<file path="src/rtl/glyph_table_format_parser_core_assert.svh">
// Assertion macros for the glyph table format parser.
// Each macro expects clk and arst_n to be visible where it is used.
`ifndef GLYPH_TABLE_FORMAT_PARSER_CORE_ASSERT_SVH
`define GLYPH_TABLE_FORMAT_PARSER_CORE_ASSERT_SVH
`ifndef NO_ASSERTIONS
// Same-cycle implication.
`define GTFP_ASSERT_IMP(lbl, ante, cons, msg) \
	lbl: assert property (@(posedge clk) disable iff (!arst_n) (ante) |-> (cons)) \
		else $error(msg);
// Next-cycle implication.
`define GTFP_ASSERT_NXT(lbl, ante, cons, msg) \
	lbl: assert property (@(posedge clk) disable iff (!arst_n) (ante) |=> (cons)) \
		else $error(msg);
`else
`define GTFP_ASSERT_IMP(lbl, ante, cons, msg)
`define GTFP_ASSERT_NXT(lbl, ante, cons, msg)
`endif
`endif

</file>
<file path="src/rtl/gtfp_pkg.sv">
`timescale 1ns / 1ps
package gtfp_pkg;

	// Default framing sizes.
	localparam int HEADER_BYTES_DEF = 28;
	localparam int RECORD_BYTES_DEF = 12;

	// Bytes of the header and of a record that carry fields.
	localparam int HDR_FIELD_BYTES = 28;
	localparam int REC_FIELD_BYTES = 9;

	// Byte position counter and payload size widths.
	localparam int POS_W = 22;
	localparam int SIZE_W = 23;
	localparam logic [POS_W-1:0] POS_MAX = {POS_W{1'b1}};

	// Configuration port.
	localparam int ADDR_W = 3;
	localparam logic REG_MAGIC = 1'b0;
	localparam logic REG_VERSION = 1'b1;

	// Header field byte offsets.
	localparam int OFS_MAGIC_LO = 0;
	localparam int OFS_MAGIC_HI = 2;
	localparam int OFS_VERSION = 4;
	localparam int OFS_FLAGS = 6;
	localparam int OFS_ATLAS_W = 8;
	localparam int OFS_ATLAS_H = 10;
	localparam int OFS_LINE_H = 12;
	localparam int OFS_BASELINE = 14;
	localparam int OFS_SPACE_ADV = 16;
	localparam int OFS_FIRST_CODE = 18;
	localparam int OFS_GLYPH_CNT = 20;
	localparam int OFS_MISSING = 22;
	localparam int OFS_CELL_CNT = 24;
	localparam int OFS_CELL_OFS = 26;

	// Record kinds.
	localparam logic [1:0] KIND_HEADER = 2'd0;
	localparam logic [1:0] KIND_GLYPH = 2'd1;
	localparam logic [1:0] KIND_CELL = 2'd2;
	localparam logic [1:0] KIND_STATUS = 2'd3;

	// Parser phases.
	localparam logic [1:0] PH_HEADER = 2'd0;
	localparam logic [1:0] PH_GLYPHS = 2'd1;
	localparam logic [1:0] PH_CELLS = 2'd2;
	localparam logic [1:0] PH_DONE = 2'd3;

	// Status codes.
	localparam logic [3:0] ST_OK = 4'd0;
	localparam logic [3:0] ST_SHORT_HEADER = 4'd1;
	localparam logic [3:0] ST_BAD_MAGIC = 4'd2;
	localparam logic [3:0] ST_BAD_VERSION = 4'd3;
	localparam logic [3:0] ST_TRUNCATED = 4'd4;
	localparam logic [3:0] ST_CELL_OFS = 4'd5;
	localparam logic [3:0] ST_SUBST_RANGE = 4'd6;
	localparam logic [3:0] ST_ZERO_DIM = 4'd7;
	localparam logic [3:0] ST_GLYPH_BOUNDS = 4'd8;
	localparam logic [3:0] ST_CELL_BOUNDS = 4'd9;

	// One decoded record (header, glyph or cell).
	typedef struct packed {
		logic [1:0]  kind;
		logic [15:0] index;
		logic [15:0] pos_u;
		logic [15:0] pos_v;
		logic [7:0]  box_width;
		logic [7:0]  box_height;
		logic [7:0]  bearing_x;
		logic [7:0]  bearing_y;
		logic [7:0]  advance;
		logic [63:0] header_word;
	} rec_t;

	// Everything one payload byte produces: an optional record and an optional status.
	typedef struct packed {
		logic       rec_v;
		logic       st_v;
		rec_t       rec;
		logic [3:0] status;
	} res_pair_t;

	// Parser state seen by the top level.
	typedef struct packed {
		logic       pos_zero;
		logic [1:0] phase;
	} parse_state_t;

	// Little-endian 16-bit field from two bytes.
	function automatic logic [15:0] le16(input logic [7:0] lo, input logic [7:0] hi);
		return {hi, lo};
	endfunction

endpackage

</file>
<file path="src/rtl/gtfp_parse.sv">
`timescale 1ns / 1ps
module gtfp_parse #(
	parameter int HEADER_BYTES = gtfp_pkg::HEADER_BYTES_DEF,
	parameter int RECORD_BYTES = gtfp_pkg::RECORD_BYTES_DEF
) (
	input  logic                   clk,
	input  logic                   arst_n,
	input  logic                   accept,
	input  logic [7:0]             payload_byte,
	input  logic                   final_byte,
	input  logic [31:0]            expected_magic,
	input  logic [15:0]            expected_version,
	output gtfp_pkg::res_pair_t    result,
	output gtfp_pkg::parse_state_t pstate
);
	import gtfp_pkg::*;

	localparam int OFF_W = $clog2(RECORD_BYTES);
	localparam logic [POS_W-1:0] HDR_LAST = POS_W'(HEADER_BYTES - 1);
	localparam logic [OFF_W-1:0] REC_LAST = OFF_W'(RECORD_BYTES - 1);
	localparam logic [SIZE_W-1:0] HDR_SIZE = SIZE_W'(HEADER_BYTES);
	localparam logic [SIZE_W-1:0] REC_SIZE = SIZE_W'(RECORD_BYTES);

	logic [POS_W-1:0] pos_q, pos_d;
	logic [1:0]       phase_q, phase_d;
	logic [15:0]      rnum_q, rnum_d;
	logic [OFF_W-1:0] off_q, off_d;
	logic [3:0]       ferr_q, ferr_d;
	logic [7:0]       hdr_q [HDR_FIELD_BYTES];
	logic [7:0]       rec_q [REC_FIELD_BYTES];
	logic [7:0]       hdr_n [HDR_FIELD_BYTES];
	logic [7:0]       rec_n [REC_FIELD_BYTES];

	logic             in_hdr, in_tab, is_cell, hdr_done, rec_done, oob;
	logic [15:0]      atlas_w, atlas_h, glyph_cnt, cell_cnt, rnum_inc;
	logic [15:0]      u, v;
	logic [SIZE_W-1:0] size, tab_end, tab_expect;
	logic [31:0]      magic;
	logic [3:0]       status;

	assign in_hdr = (phase_q == PH_HEADER);
	assign in_tab = (phase_q == PH_GLYPHS) || (phase_q == PH_CELLS);
	assign is_cell = (phase_q == PH_CELLS);

	// Store views with the current byte merged in.
	always_comb begin
		for (int i = 0; i < HDR_FIELD_BYTES; i++) begin
			hdr_n[i] = (in_hdr && pos_q == POS_W'(i)) ? payload_byte : hdr_q[i];
		end
		for (int i = 0; i < REC_FIELD_BYTES; i++) begin
			rec_n[i] = (in_tab && off_q == OFF_W'(i)) ? payload_byte : rec_q[i];
		end
	end

	assign atlas_w = le16(hdr_n[OFS_ATLAS_W], hdr_n[OFS_ATLAS_W+1]);
	assign atlas_h = le16(hdr_n[OFS_ATLAS_H], hdr_n[OFS_ATLAS_H+1]);
	assign glyph_cnt = le16(hdr_n[OFS_GLYPH_CNT], hdr_n[OFS_GLYPH_CNT+1]);
	assign cell_cnt = le16(hdr_n[OFS_CELL_CNT], hdr_n[OFS_CELL_CNT+1]);
	assign u = le16(rec_n[0], rec_n[1]);
	assign v = le16(rec_n[2], rec_n[3]);

	assign hdr_done = in_hdr && (pos_q == HDR_LAST);
	assign rec_done = in_tab && (off_q == REC_LAST);
	assign rnum_inc = rnum_q + 16'd1;

	// Bounds check of a record against the atlas.
	assign oob = ({1'b0, u} + {9'd0, rec_n[4]} > {1'b0, atlas_w})
		|| ({1'b0, v} + {9'd0, rec_n[5]} > {1'b0, atlas_h});

	// Next state for one accepted byte.
	always_comb begin
		phase_d = phase_q;
		rnum_d = rnum_q;
		off_d = off_q;
		ferr_d = ferr_q;
		if (hdr_done) begin
			rnum_d = '0;
			off_d = '0;
			if (glyph_cnt != 16'd0) begin
				phase_d = PH_GLYPHS;
			end else if (cell_cnt != 16'd0) begin
				phase_d = PH_CELLS;
			end else begin
				phase_d = PH_DONE;
			end
		end else if (rec_done) begin
			off_d = '0;
			rnum_d = rnum_inc;
			if (oob && ferr_q == ST_OK) begin
				ferr_d = is_cell ? ST_CELL_BOUNDS : ST_GLYPH_BOUNDS;
			end
			if (!is_cell && rnum_inc == glyph_cnt) begin
				rnum_d = '0;
				phase_d = (cell_cnt != 16'd0) ? PH_CELLS : PH_DONE;
			end else if (is_cell && rnum_inc == cell_cnt) begin
				phase_d = PH_DONE;
			end
		end else if (in_tab) begin
			off_d = off_q + OFF_W'(1);
		end
		pos_d = (pos_q != POS_MAX) ? pos_q + POS_W'(1) : pos_q;
	end

	// Final status in check priority order.
	assign size = {1'b0, pos_q} + SIZE_W'(1);
	assign magic = {le16(hdr_n[OFS_MAGIC_HI], hdr_n[OFS_MAGIC_HI+1]),
		le16(hdr_n[OFS_MAGIC_LO], hdr_n[OFS_MAGIC_LO+1])};
	assign tab_end = HDR_SIZE + SIZE_W'(glyph_cnt) * REC_SIZE;
	assign tab_expect = tab_end + SIZE_W'(cell_cnt) * REC_SIZE;

	always_comb begin
		if (size < HDR_SIZE) begin
			status = ST_SHORT_HEADER;
		end else if (magic != expected_magic) begin
			status = ST_BAD_MAGIC;
		end else if (le16(hdr_n[OFS_VERSION], hdr_n[OFS_VERSION+1]) != expected_version) begin
			status = ST_BAD_VERSION;
		end else if (glyph_cnt == 16'd0 || size < tab_expect) begin
			status = ST_TRUNCATED;
		end else if (SIZE_W'(le16(hdr_n[OFS_CELL_OFS], hdr_n[OFS_CELL_OFS+1])) != tab_end) begin
			status = ST_CELL_OFS;
		end else if (le16(hdr_n[OFS_MISSING], hdr_n[OFS_MISSING+1]) >= glyph_cnt) begin
			status = ST_SUBST_RANGE;
		end else if (le16(hdr_n[OFS_LINE_H], hdr_n[OFS_LINE_H+1]) == 16'd0
			|| atlas_w == 16'd0 || atlas_h == 16'd0) begin
			status = ST_ZERO_DIM;
		end else begin
			status = ferr_d;
		end
	end

	// Results of this byte.
	always_comb begin
		result = '0;
		result.rec_v = hdr_done || rec_done;
		result.st_v = final_byte;
		result.status = status;
		if (hdr_done) begin
			result.rec.kind = KIND_HEADER;
			result.rec.index = glyph_cnt;
			result.rec.pos_u = atlas_w;
			result.rec.pos_v = atlas_h;
			result.rec.box_width = hdr_n[OFS_LINE_H];
			result.rec.box_height = hdr_n[OFS_BASELINE];
			result.rec.advance = hdr_n[OFS_SPACE_ADV];
			result.rec.header_word = {8'd0, hdr_n[OFS_FLAGS], cell_cnt,
				le16(hdr_n[OFS_MISSING], hdr_n[OFS_MISSING+1]),
				le16(hdr_n[OFS_FIRST_CODE], hdr_n[OFS_FIRST_CODE+1])};
		end else begin
			result.rec.kind = is_cell ? KIND_CELL : KIND_GLYPH;
			result.rec.index = rnum_q;
			result.rec.pos_u = u;
			result.rec.pos_v = v;
			result.rec.box_width = rec_n[4];
			result.rec.box_height = rec_n[5];
			result.rec.bearing_x = rec_n[6];
			result.rec.bearing_y = rec_n[7];
			result.rec.advance = rec_n[8];
		end
	end

	// Control state; a final byte returns the parser to its start.
	always_ff @(posedge clk or negedge arst_n) begin
		if (!arst_n) begin
			pos_q <= '0;
			phase_q <= PH_HEADER;
			rnum_q <= '0;
			off_q <= '0;
			ferr_q <= ST_OK;
		end else if (accept) begin
			if (final_byte) begin
				pos_q <= '0;
				phase_q <= PH_HEADER;
				rnum_q <= '0;
				off_q <= '0;
				ferr_q <= ST_OK;
			end else begin
				pos_q <= pos_d;
				phase_q <= phase_d;
				rnum_q <= rnum_d;
				off_q <= off_d;
				ferr_q <= ferr_d;
			end
		end
	end

	// Header and record byte stores.
	always_ff @(posedge clk) begin
		if (accept) begin
			for (int i = 0; i < HDR_FIELD_BYTES; i++) begin
				hdr_q[i] <= hdr_n[i];
			end
			for (int i = 0; i < REC_FIELD_BYTES; i++) begin
				rec_q[i] <= rec_n[i];
			end
		end
	end

	assign pstate.pos_zero = (pos_q == '0);
	assign pstate.phase = phase_q;

endmodule

</file>
<file path="src/rtl/gtfp_outq.sv">
`timescale 1ns / 1ps
module gtfp_outq (
	input  logic                clk,
	input  logic                arst_n,
	input  logic                push,
	input  gtfp_pkg::res_pair_t push_data,
	output logic                not_full,
	output logic                out_valid,
	input  logic                out_ready,
	output gtfp_pkg::rec_t      out_rec,
	output logic [3:0]          out_status,
	output logic                out_last
);
	import gtfp_pkg::*;

	res_pair_t  slot_q [2];
	res_pair_t  head;
	logic [1:0] cnt_q;
	logic       wr_q, rd_q;
	logic       beat, split, pop;

	assign head = slot_q[rd_q];
	assign out_valid = (cnt_q != 2'd0);
	assign not_full = (cnt_q != 2'd2);
	assign beat = out_valid && out_ready;
	// A pair holding both a record and a status leaves in two beats.
	assign split = head.rec_v && head.st_v;
	assign pop = beat && !split;

	// The record goes first, then the status.
	always_comb begin
		out_rec = '0;
		out_status = ST_OK;
		out_last = 1'b0;
		if (head.rec_v) begin
			out_rec = head.rec;
		end else begin
			out_rec.kind = KIND_STATUS;
			out_status = head.status;
			out_last = 1'b1;
		end
	end

	// Pointers and fill count.
	always_ff @(posedge clk or negedge arst_n) begin
		if (!arst_n) begin
			cnt_q <= '0;
			wr_q <= 1'b0;
			rd_q <= 1'b0;
		end else begin
			cnt_q <= cnt_q + {1'b0, push} - {1'b0, pop};
			if (push) begin
				wr_q <= ~wr_q;
			end
			if (pop) begin
				rd_q <= ~rd_q;
			end
		end
	end

	// Slot payloads.
	always_ff @(posedge clk) begin
		if (push) begin
			slot_q[wr_q] <= push_data;
		end
		if (beat && split) begin
			slot_q[rd_q].rec_v <= 1'b0;
		end
	end

endmodule

</file>
<file path="src/rtl/glyph_table_format_parser_core.sv">
`timescale 1ns / 1ps
// Baked font payload parser: takes one payload byte per cycle on the s_ stream (tlast on the
// final byte) while the result queue has room, emits a header record once the header is
// complete, one record per glyph and per cell entry, and a status record with tlast on the final
// byte. Every byte is parsed in the cycle it is accepted by a counter, the byte stores and
// compares, and its results go into a two-entry result queue; a full queue stalls the input. The
// byte that ends a payload while also completing a record yields two records and holds the
// output for two beats. There is no clearing pass after reset. Records already emitted are valid
// only if the following status is zero. Registers expected_magic (address 0) and expected_version
// (address 4) must be written over the APB port while the stream is idle; this is not enforced.
module glyph_table_format_parser_core #(
	parameter int HEADER_BYTES = gtfp_pkg::HEADER_BYTES_DEF,
	parameter int RECORD_BYTES = gtfp_pkg::RECORD_BYTES_DEF
) (
	input  logic                        clk,
	input  logic                        arst_n,
	input  logic                        s_tvalid,
	output logic                        s_tready,
	input  logic [7:0]                  s_tdata,   // payload_byte[7:0]
	input  logic                        s_tlast,   // final_byte
	output logic                        m_tvalid,
	input  logic                        m_tready,
	// index[15:0], pos_u[31:16], pos_v[47:32], box_width[55:48], box_height[63:56],
	// bearing_x[71:64], bearing_y[79:72], advance[87:80], header_word[151:88],
	// status[155:152], zero[159:156]
	output logic [159:0]                m_tdata,
	output logic [1:0]                  m_tuser,   // kind[1:0]
	output logic                        m_tlast,   // end_of_payload
	input  logic                        psel,
	input  logic                        penable,
	input  logic                        pwrite,
	input  logic [gtfp_pkg::ADDR_W-1:0] paddr,
	input  logic [31:0]                 pwdata,
	output logic [31:0]                 prdata,
	output logic                        pready
);
	import gtfp_pkg::*;

	`include "glyph_table_format_parser_core_assert.svh"

	logic [31:0]  magic_q;
	logic [15:0]  version_q;
	logic         accept;
	res_pair_t    result;
	parse_state_t pstate;
	rec_t         out_rec;
	logic [3:0]   out_status;

	// Configuration registers.
	assign pready = 1'b1;

	always_ff @(posedge clk or negedge arst_n) begin
		if (!arst_n) begin
			magic_q <= '0;
			version_q <= '0;
		end else if (psel && penable && pwrite && pready) begin
			case (paddr[2])
				REG_MAGIC: magic_q <= pwdata;
				REG_VERSION: version_q <= pwdata[15:0];
				default: ;
			endcase
		end
	end

	always_comb begin
		case (paddr[2])
			REG_MAGIC: prdata = magic_q;
			REG_VERSION: prdata = {16'd0, version_q};
			default: prdata = '0;
		endcase
	end

	// Byte parser.
	assign accept = s_tvalid && s_tready;

	gtfp_parse #(
		.HEADER_BYTES(HEADER_BYTES),
		.RECORD_BYTES(RECORD_BYTES)
	) u_parse (
		.clk(clk),
		.arst_n(arst_n),
		.accept(accept),
		.payload_byte(s_tdata),
		.final_byte(s_tlast),
		.expected_magic(magic_q),
		.expected_version(version_q),
		.result(result),
		.pstate(pstate)
	);

	// Result queue.
	gtfp_outq u_outq (
		.clk(clk),
		.arst_n(arst_n),
		.push(accept && (result.rec_v || result.st_v)),
		.push_data(result),
		.not_full(s_tready),
		.out_valid(m_tvalid),
		.out_ready(m_tready),
		.out_rec(out_rec),
		.out_status(out_status),
		.out_last(m_tlast)
	);

	// Output beat packing.
	assign m_tuser = out_rec.kind;
	assign m_tdata = {4'd0, out_status, out_rec.header_word, out_rec.advance,
		out_rec.bearing_y, out_rec.bearing_x, out_rec.box_height, out_rec.box_width,
		out_rec.pos_v, out_rec.pos_u, out_rec.index};

	// Only the status beat closes a payload.
	`GTFP_ASSERT_IMP(a_last_is_status, m_tvalid, (m_tuser == KIND_STATUS) == m_tlast, "tlast and status kind disagree")
	// Backpressure only comes from a full queue, which always offers a beat.
	`GTFP_ASSERT_IMP(a_stall_has_output, !s_tready, m_tvalid, "input stalled with no output beat")
	// A final byte restarts the parser.
	`GTFP_ASSERT_NXT(a_final_restarts, accept && s_tlast, pstate.pos_zero && (pstate.phase == PH_HEADER), "parser not restarted after final byte")

endmodule
</file>
<file path="config.mk">
export PLATFORM = sky130hd
export DESIGN_NAME = glyph_table_format_parser_core
export DESIGN_NICKNAME = d
export VERILOG_FILES = /design/src/rtl/gtfp_pkg.sv /design/src/rtl/gtfp_parse.sv /design/src/rtl/gtfp_outq.sv /design/src/rtl/glyph_table_format_parser_core.sv
export VERILOG_INCLUDE_DIRS = /design/src /design/src/rtl
export SDC_FILE = /design/constraint.sdc
export NUM_CORES = 1
export LEC_CHECK = 0
export BUFFER_PORTS_ARGS = -buffer_cell sky130_fd_sc_hd__buf_2
export CAP_MARGIN = 10
export CORE_MARGIN = 1
export CORE_UTILIZATION = 54
export DETAILED_ROUTE_END_ITERATION = 7
export PLACE_DENSITY_LB_ADDON = 0.05
export SLEW_MARGIN = 10
export SYNTH_ARGS = -nofsm -noshare
export SYNTH_HDL_FRONTEND = slang
export SYNTH_SLANG_ARGS = --single-unit
</file>
<file path="constraint.sdc">
create_clock -name clk -period 10.6 [get_ports clk]
set_input_delay 0.53 -clock clk [delete_from_list [all_inputs] [get_ports clk]]
set_output_delay 0.53 -clock clk [all_outputs]
set_load 0.01 [all_outputs]
</file>
* Yosys cells after proc, flatten, opt, wreduce, memory -nomap -nowiden
Memory sizes are Yosys's and may differ from the RTL's.
Index checks and enable logic that the tools add are counted.
** Storage, ports and cells
- Latch bits :: 0
- Logic and storage cells :: 253
- Memories :: 3
- Bits in read-only memories :: 0
- Register bits after elaboration :: 100
- RAM bits :: 600
** Operators by class
- Shift operators :: 0
- Equal/unequal tests :: 48
- Multipliers :: 2
- $add $sub $neg :: 10
- Mux-type cells :: 88
- Reductions and logical operators :: 84
- Order comparisons :: 5
- Bitwise gates (word level) :: 3
- Divide/modulo/power cells :: 0
** Memory list
- u_outq.slot_q :: words 2, bits a word 152, read ports 1, clocked after Yosys merged registers in 0, wr ports 2, RTL line gtfp_outq.sv:16 : res_pair_t slot_q [2];
- u_parse.hdr_q :: words 28, bits a word 8, read ports 25, clocked after Yosys merged registers in 0, wr ports 26, RTL line gtfp_parse.sv:29 : logic [7:0] hdr_q [HDR_FIELD_BYTES];
- u_parse.rec_q :: words 9, bits a word 8, read ports 9, clocked after Yosys merged registers in 0, wr ports 9, RTL line gtfp_parse.sv:30 : logic [7:0] rec_q [REC_FIELD_BYTES];
** Operators by type and width (count)
- $mux W8 :: 40
- $eq A22 B5 Y1 const B :: 12
- $eq A22 B4 Y1 const B :: 8
- $mux W152 :: 1
- $eq A22 B3 Y1 const B :: 4
- $mux W16 :: 5
- $mux W66 :: 1
- $logic_not A16 Y1 :: 4
- $mux W4 :: 16
- $pmux W32 S2 :: 1
- $mux W56 :: 1
- $logic_and A1 B1 Y1 :: 49
- $eq A22 B2 Y1 const B :: 2
- $mux W22 :: 2
- $mul A16 B2 Y18 const B :: 2
- $add A16 B8 Y17 :: 2
- $gt A17 B16 Y1 :: 2
- $eq A16 B16 Y1 :: 2
- $ne A32 B32 Y1 :: 1
- $reduce_bool A16 Y1 :: 2
- $add A22 B1 Y23 const B :: 1
- $add A23 B20 Y23 :: 1
- $lt A23 B23 Y1 :: 1
- $lt A23 B5 Y1 const B :: 1
- 34 further kinds :: 79

* Depth between registers and ports, before layout
- Word-level depth :: 18
- Depth in mapped cells :: 39

* Cells and area by module
From an unflattened synthesis, not the netlist that was laid out.
** Unflattened totals
- Cells, all modules :: 3134
- Area, all modules :: 37722.4 um^2
** Modules (own cells, without submodules)
- gtfp_parse :: area an instance 23138.4 um^2, sequential area each 9369.0 um^2, instances 1, cells an instance 2288
- gtfp_outq :: area an instance 12275.5 um^2, sequential area each 9689.3 um^2, instances 1, cells an instance 699
- glyph_table_format_parser_core :: area an instance 2308.5 um^2, sequential area each 1201.2 um^2, instances 1, cells an instance 147

* Worst setup path before layout
Ideal clock, no wire load.
- Path kind :: flip-flop to flip-flop
- Start point :: register u_parse.pos_q[12]
- End point :: memory u_outq.slot_q[0][151] (netlist name)
- Library setup time :: 418 ps
- Cell stages (with the launch flop) :: 14
- Slack :: 598 ps
- Arrival :: 9584 ps
- Buffers on the path :: 3
- Cells stage by stage :: dfrtp_1 > buf_4 > nor4_4 > nand3_2 > clkbuf_1 > nor4_1 > nand2_1 > clkbuf_1 > nand2_1 > nor2_1 > nor2_1 > clkinv_1 > nor2_1 > a211oi_1
** RTL lines
- from (decl) :: RTL line gtfp_parse.sv:24 : logic [POS_W-1:0] pos_q, pos_d;
- from (signal assigned) :: RTL line gtfp_parse.sv:178 : pos_q <= pos_d;
- to (decl) :: RTL line gtfp_outq.sv:16

==> out/metrics.cfg <==
[outcome]
status=finished, final reports clean

[cts]
root_buffer=clkbuf_16
cts_sinks=676
cts_resized=0
clk_latency_ns=0.62
cts_buffer_depth=3
hold_buffers=1
numCtsBuffers=73
post-cts-setup-buffers=0
cts_tree=built
clk_pin_slew_ns=0.06
htreeDepth=3

[worst_setup_path]
start_kind=flip-flop
path_buf_inv=2
critical_path.top_delay_family=simple AND/OR/NAND/NOR gates
slowest_delay_ns=0.80
cp.arrival_ns=9.35
slowest_stage=nor4_1
critPathMaxFanout=18
crit_top_cell=a21oi_1
worstSetupPathType=reg -> reg
worstPathRequired_ns=11.03
endpoint_kind=flip-flop

[synthesis]
synth_seq_cells=676
syn_area_um2=37100
synth_top_flop_cell=edfxtp_1
avgSynthCellArea_um2=11.5
synth-async-reset-ratio_pct=14.8
synth_cells=3229
synth-seq-area-share_pct=53.3
ys_warn_count=0
synth-edff-count=574
ys_types=93

[routing]
num_vias=25600
ant_nets=0
finalWirelength_um=99600
post_drt_wl_per_cell_um=22.9
drtIter0Drc=2247
via_per_inst=5.90
drc=0
firstDrtPassIters=6

[sta]
finalSetupViolations=0
max_freq_mhz=112
clock_skew_ns=0.0208
rsz0062_at_grt=no
fin_tns_setup_ns=0
fin_crit_sh_pct=84.2
period_minus_slack_ns=8.92
maxSlewViolCount=0
worst_pin_slew_ns=1.25
hold_viol=0
slew_headroom_pct=16.7

[grt]
grt_pass1_vias=25400
grt_pass1_wl_um=152000
grt.overflow.total=0
grtUsageTotal_pct=28.4
antenna_found_initial=0
grt_max_degree=157

[layout]
fin_nets=3600
syn_to_final_growth_pct=11.5
fillers=5554
final_util_pct=61.2
layout-drive-gt1-share_pct=18.2

[power_and_ir_drop]
p_comb_share_pct=41.1
p_sw_share_pct=37.0
p_switching_mw=3.92
power.internal_mw=6.68
seqPwrFrac_pct=35.0
p_leak_nw=16.4
vdd_drop_max_uv=283
p_per_area_nw_per_um2=256
pwr-share-clk_pct=24.0

[placement]
port_buffers=233
dp_hpwl_um=68100
place.gp.congestion=0.934

[floorplan]
die_y_um=264
io_pins=249
rows=95
core_area_um2=67500
initial_core_util_pct=54.9
die_w_um=264
floorplan.die_area_um2=69700

[job]
max_cap_viol_count=0

[worst_hold_path]
min_path_type=in -> reg

## metrics by stage
| step | instances | total power, mW | area, µm² | hold WS [ns] | setup slack (ns) |
|---|---|---|---|---|---|
| after detailed placement | 4204 | 8.10 | 39000 | 0.490 | 1.89 |
| after CTS | 4340 | 10.6 | 41300 | 0.114 | 1.82 |
| final | 4342 | 10.6 | 41400 | 0.143 | 1.68 |
| after global placement | 4204 | 7.99 | 39000 | 0.470 | 2.02 |
| after floorplan | 3240 | 6.91 | 37100 | 0.234 | 0.598 |
| after global routing | 4340 | 11.2 | 41300 | 0.124 | 0.798 |
## Yosys cell counts (all sizes together), types with 45 or more instances
library cell	instances	area [µm²]
ha	138	1730
a21oi	147	736
clkbuf	134	507
mux2i	231	2320
xnor2	128	1130
o21ai	148	744
buf	45	241
nor3	52	260
nand3	53	288
and2	72	450
mux2	219	2470
nand2	188	708
inv	146	548
xor2	104	930
nor2	363	1370
dfrtp	100	2500
edfxtp	574	17200
## cell families after synthesis
kind of cell               Yosys count  synth area share (%)
and+or+nand+nor                    932                  12.1
buffers and inverters              332                  3.57
xor gates and xnor gates           233                  5.61
DFF                                676                  53.3
muxes                              451                  13.0
adders and majority gates          143                  4.90
AOI/OAI and AO/OA                  460                  7.50
other                                2                0.0203
## worst register-to-register path, delay by kind of cell, from the launching register on
kind | cells | cell delay [ns]
AO/OA/AOI/OAI | 15 | 2.59
XOR/XNOR | 2 | 0.30
adder cells (fa/ha/maj) | 5 | 1.41
buffers and inverters | 2 | 0.24
flip-flops | 1 | 0.38
multiplexers | 1 | 0.50
AND/OR/NAND/NOR | 10 | 3.32
## layout by cell type, fill, tap and decap left out, drive strengths merged, types with 52 or more instances in the layout
master and n:
a21oi 147, mux2 219, nand2 188, xor2 104, ha 138, xnor2 128, o21ai 148, edfxtp 574
inv 153, mux2i 231, nor3 52, nand3 53, buf 270, clkbuf 100, dfrtp 100, nor2 363
and2 72
## power groups by stage
stage	clock [mW]	sequential, mW	combinational (mW)
floorplan	0	3.74	3.17
global placement	0	3.74	4.26
detailed placement	0	3.76	4.34
CTS	2.58	3.71	4.36
global route	2.69	3.75	4.81
finish	2.54	3.71	4.35
## routing by layer
layer / global-route usage, % / part of all wire (%) / vias up
met2: 45.9 / 47 / 759
met5: 0 / 0 / -
met1: 40.0 / 45 / 12700
met3: 3.35 / 5.1 / 167
li1: - / - / 12000
met4: 9.43 / 2.8 / 0
## path summary, 6_finish.rpt
path                                            start                    end  slack, ns  cells past startpoint
max in group asynchronous                      arst_n            u_outq.rd_q       8.76                      3
min in group asynchronous                      arst_n            magic_q[18]       0.40                      2
worst max register to register     u_parse.phase_q[0]    u_outq.slot_q[0][3]       1.68                     35
worst min-delay path                       pwdata[18]            magic_q[18]       0.14                      2
worst max-delay path               u_parse.phase_q[0]    u_outq.slot_q[0][3]       1.68                     35
worst min register to register  u_outq.slot_q[0][151]  u_outq.slot_q[0][151]       0.50                      2
## sequential cells by signal, summed over array words and instances, names as in the netlist, 2 cells and up
signal	count
u_parse.off_q	4
u_outq.cnt_q	2
version_q	16
u_parse.phase_q	2
u_parse.ferr_q	4
u_parse.rnum_q	16
u_parse.hdr_q	200
u_outq.slot_q	304
magic_q	32
u_parse.rec_q	72
u_parse.pos_q	22
## layout make-up
type / count / area, µm² / area share (%)
Clock buffer: 100 / 2040 / 4.94
Antenna cell: 2 / 5.00 / 0.0121
Timing Repair Buffer: 271 / 1470 / 3.55
Multi-Input combinational cell: 2232 / 16100 / 38.8
Clock inverter: 35 / 324 / 0.784
Inverter: 153 / 584 / 1.41
Tap cell: 873 / 1090 / 2.64
Sequential cell: 676 / 19800 / 47.8
Power figures use the tool's default switching activity.
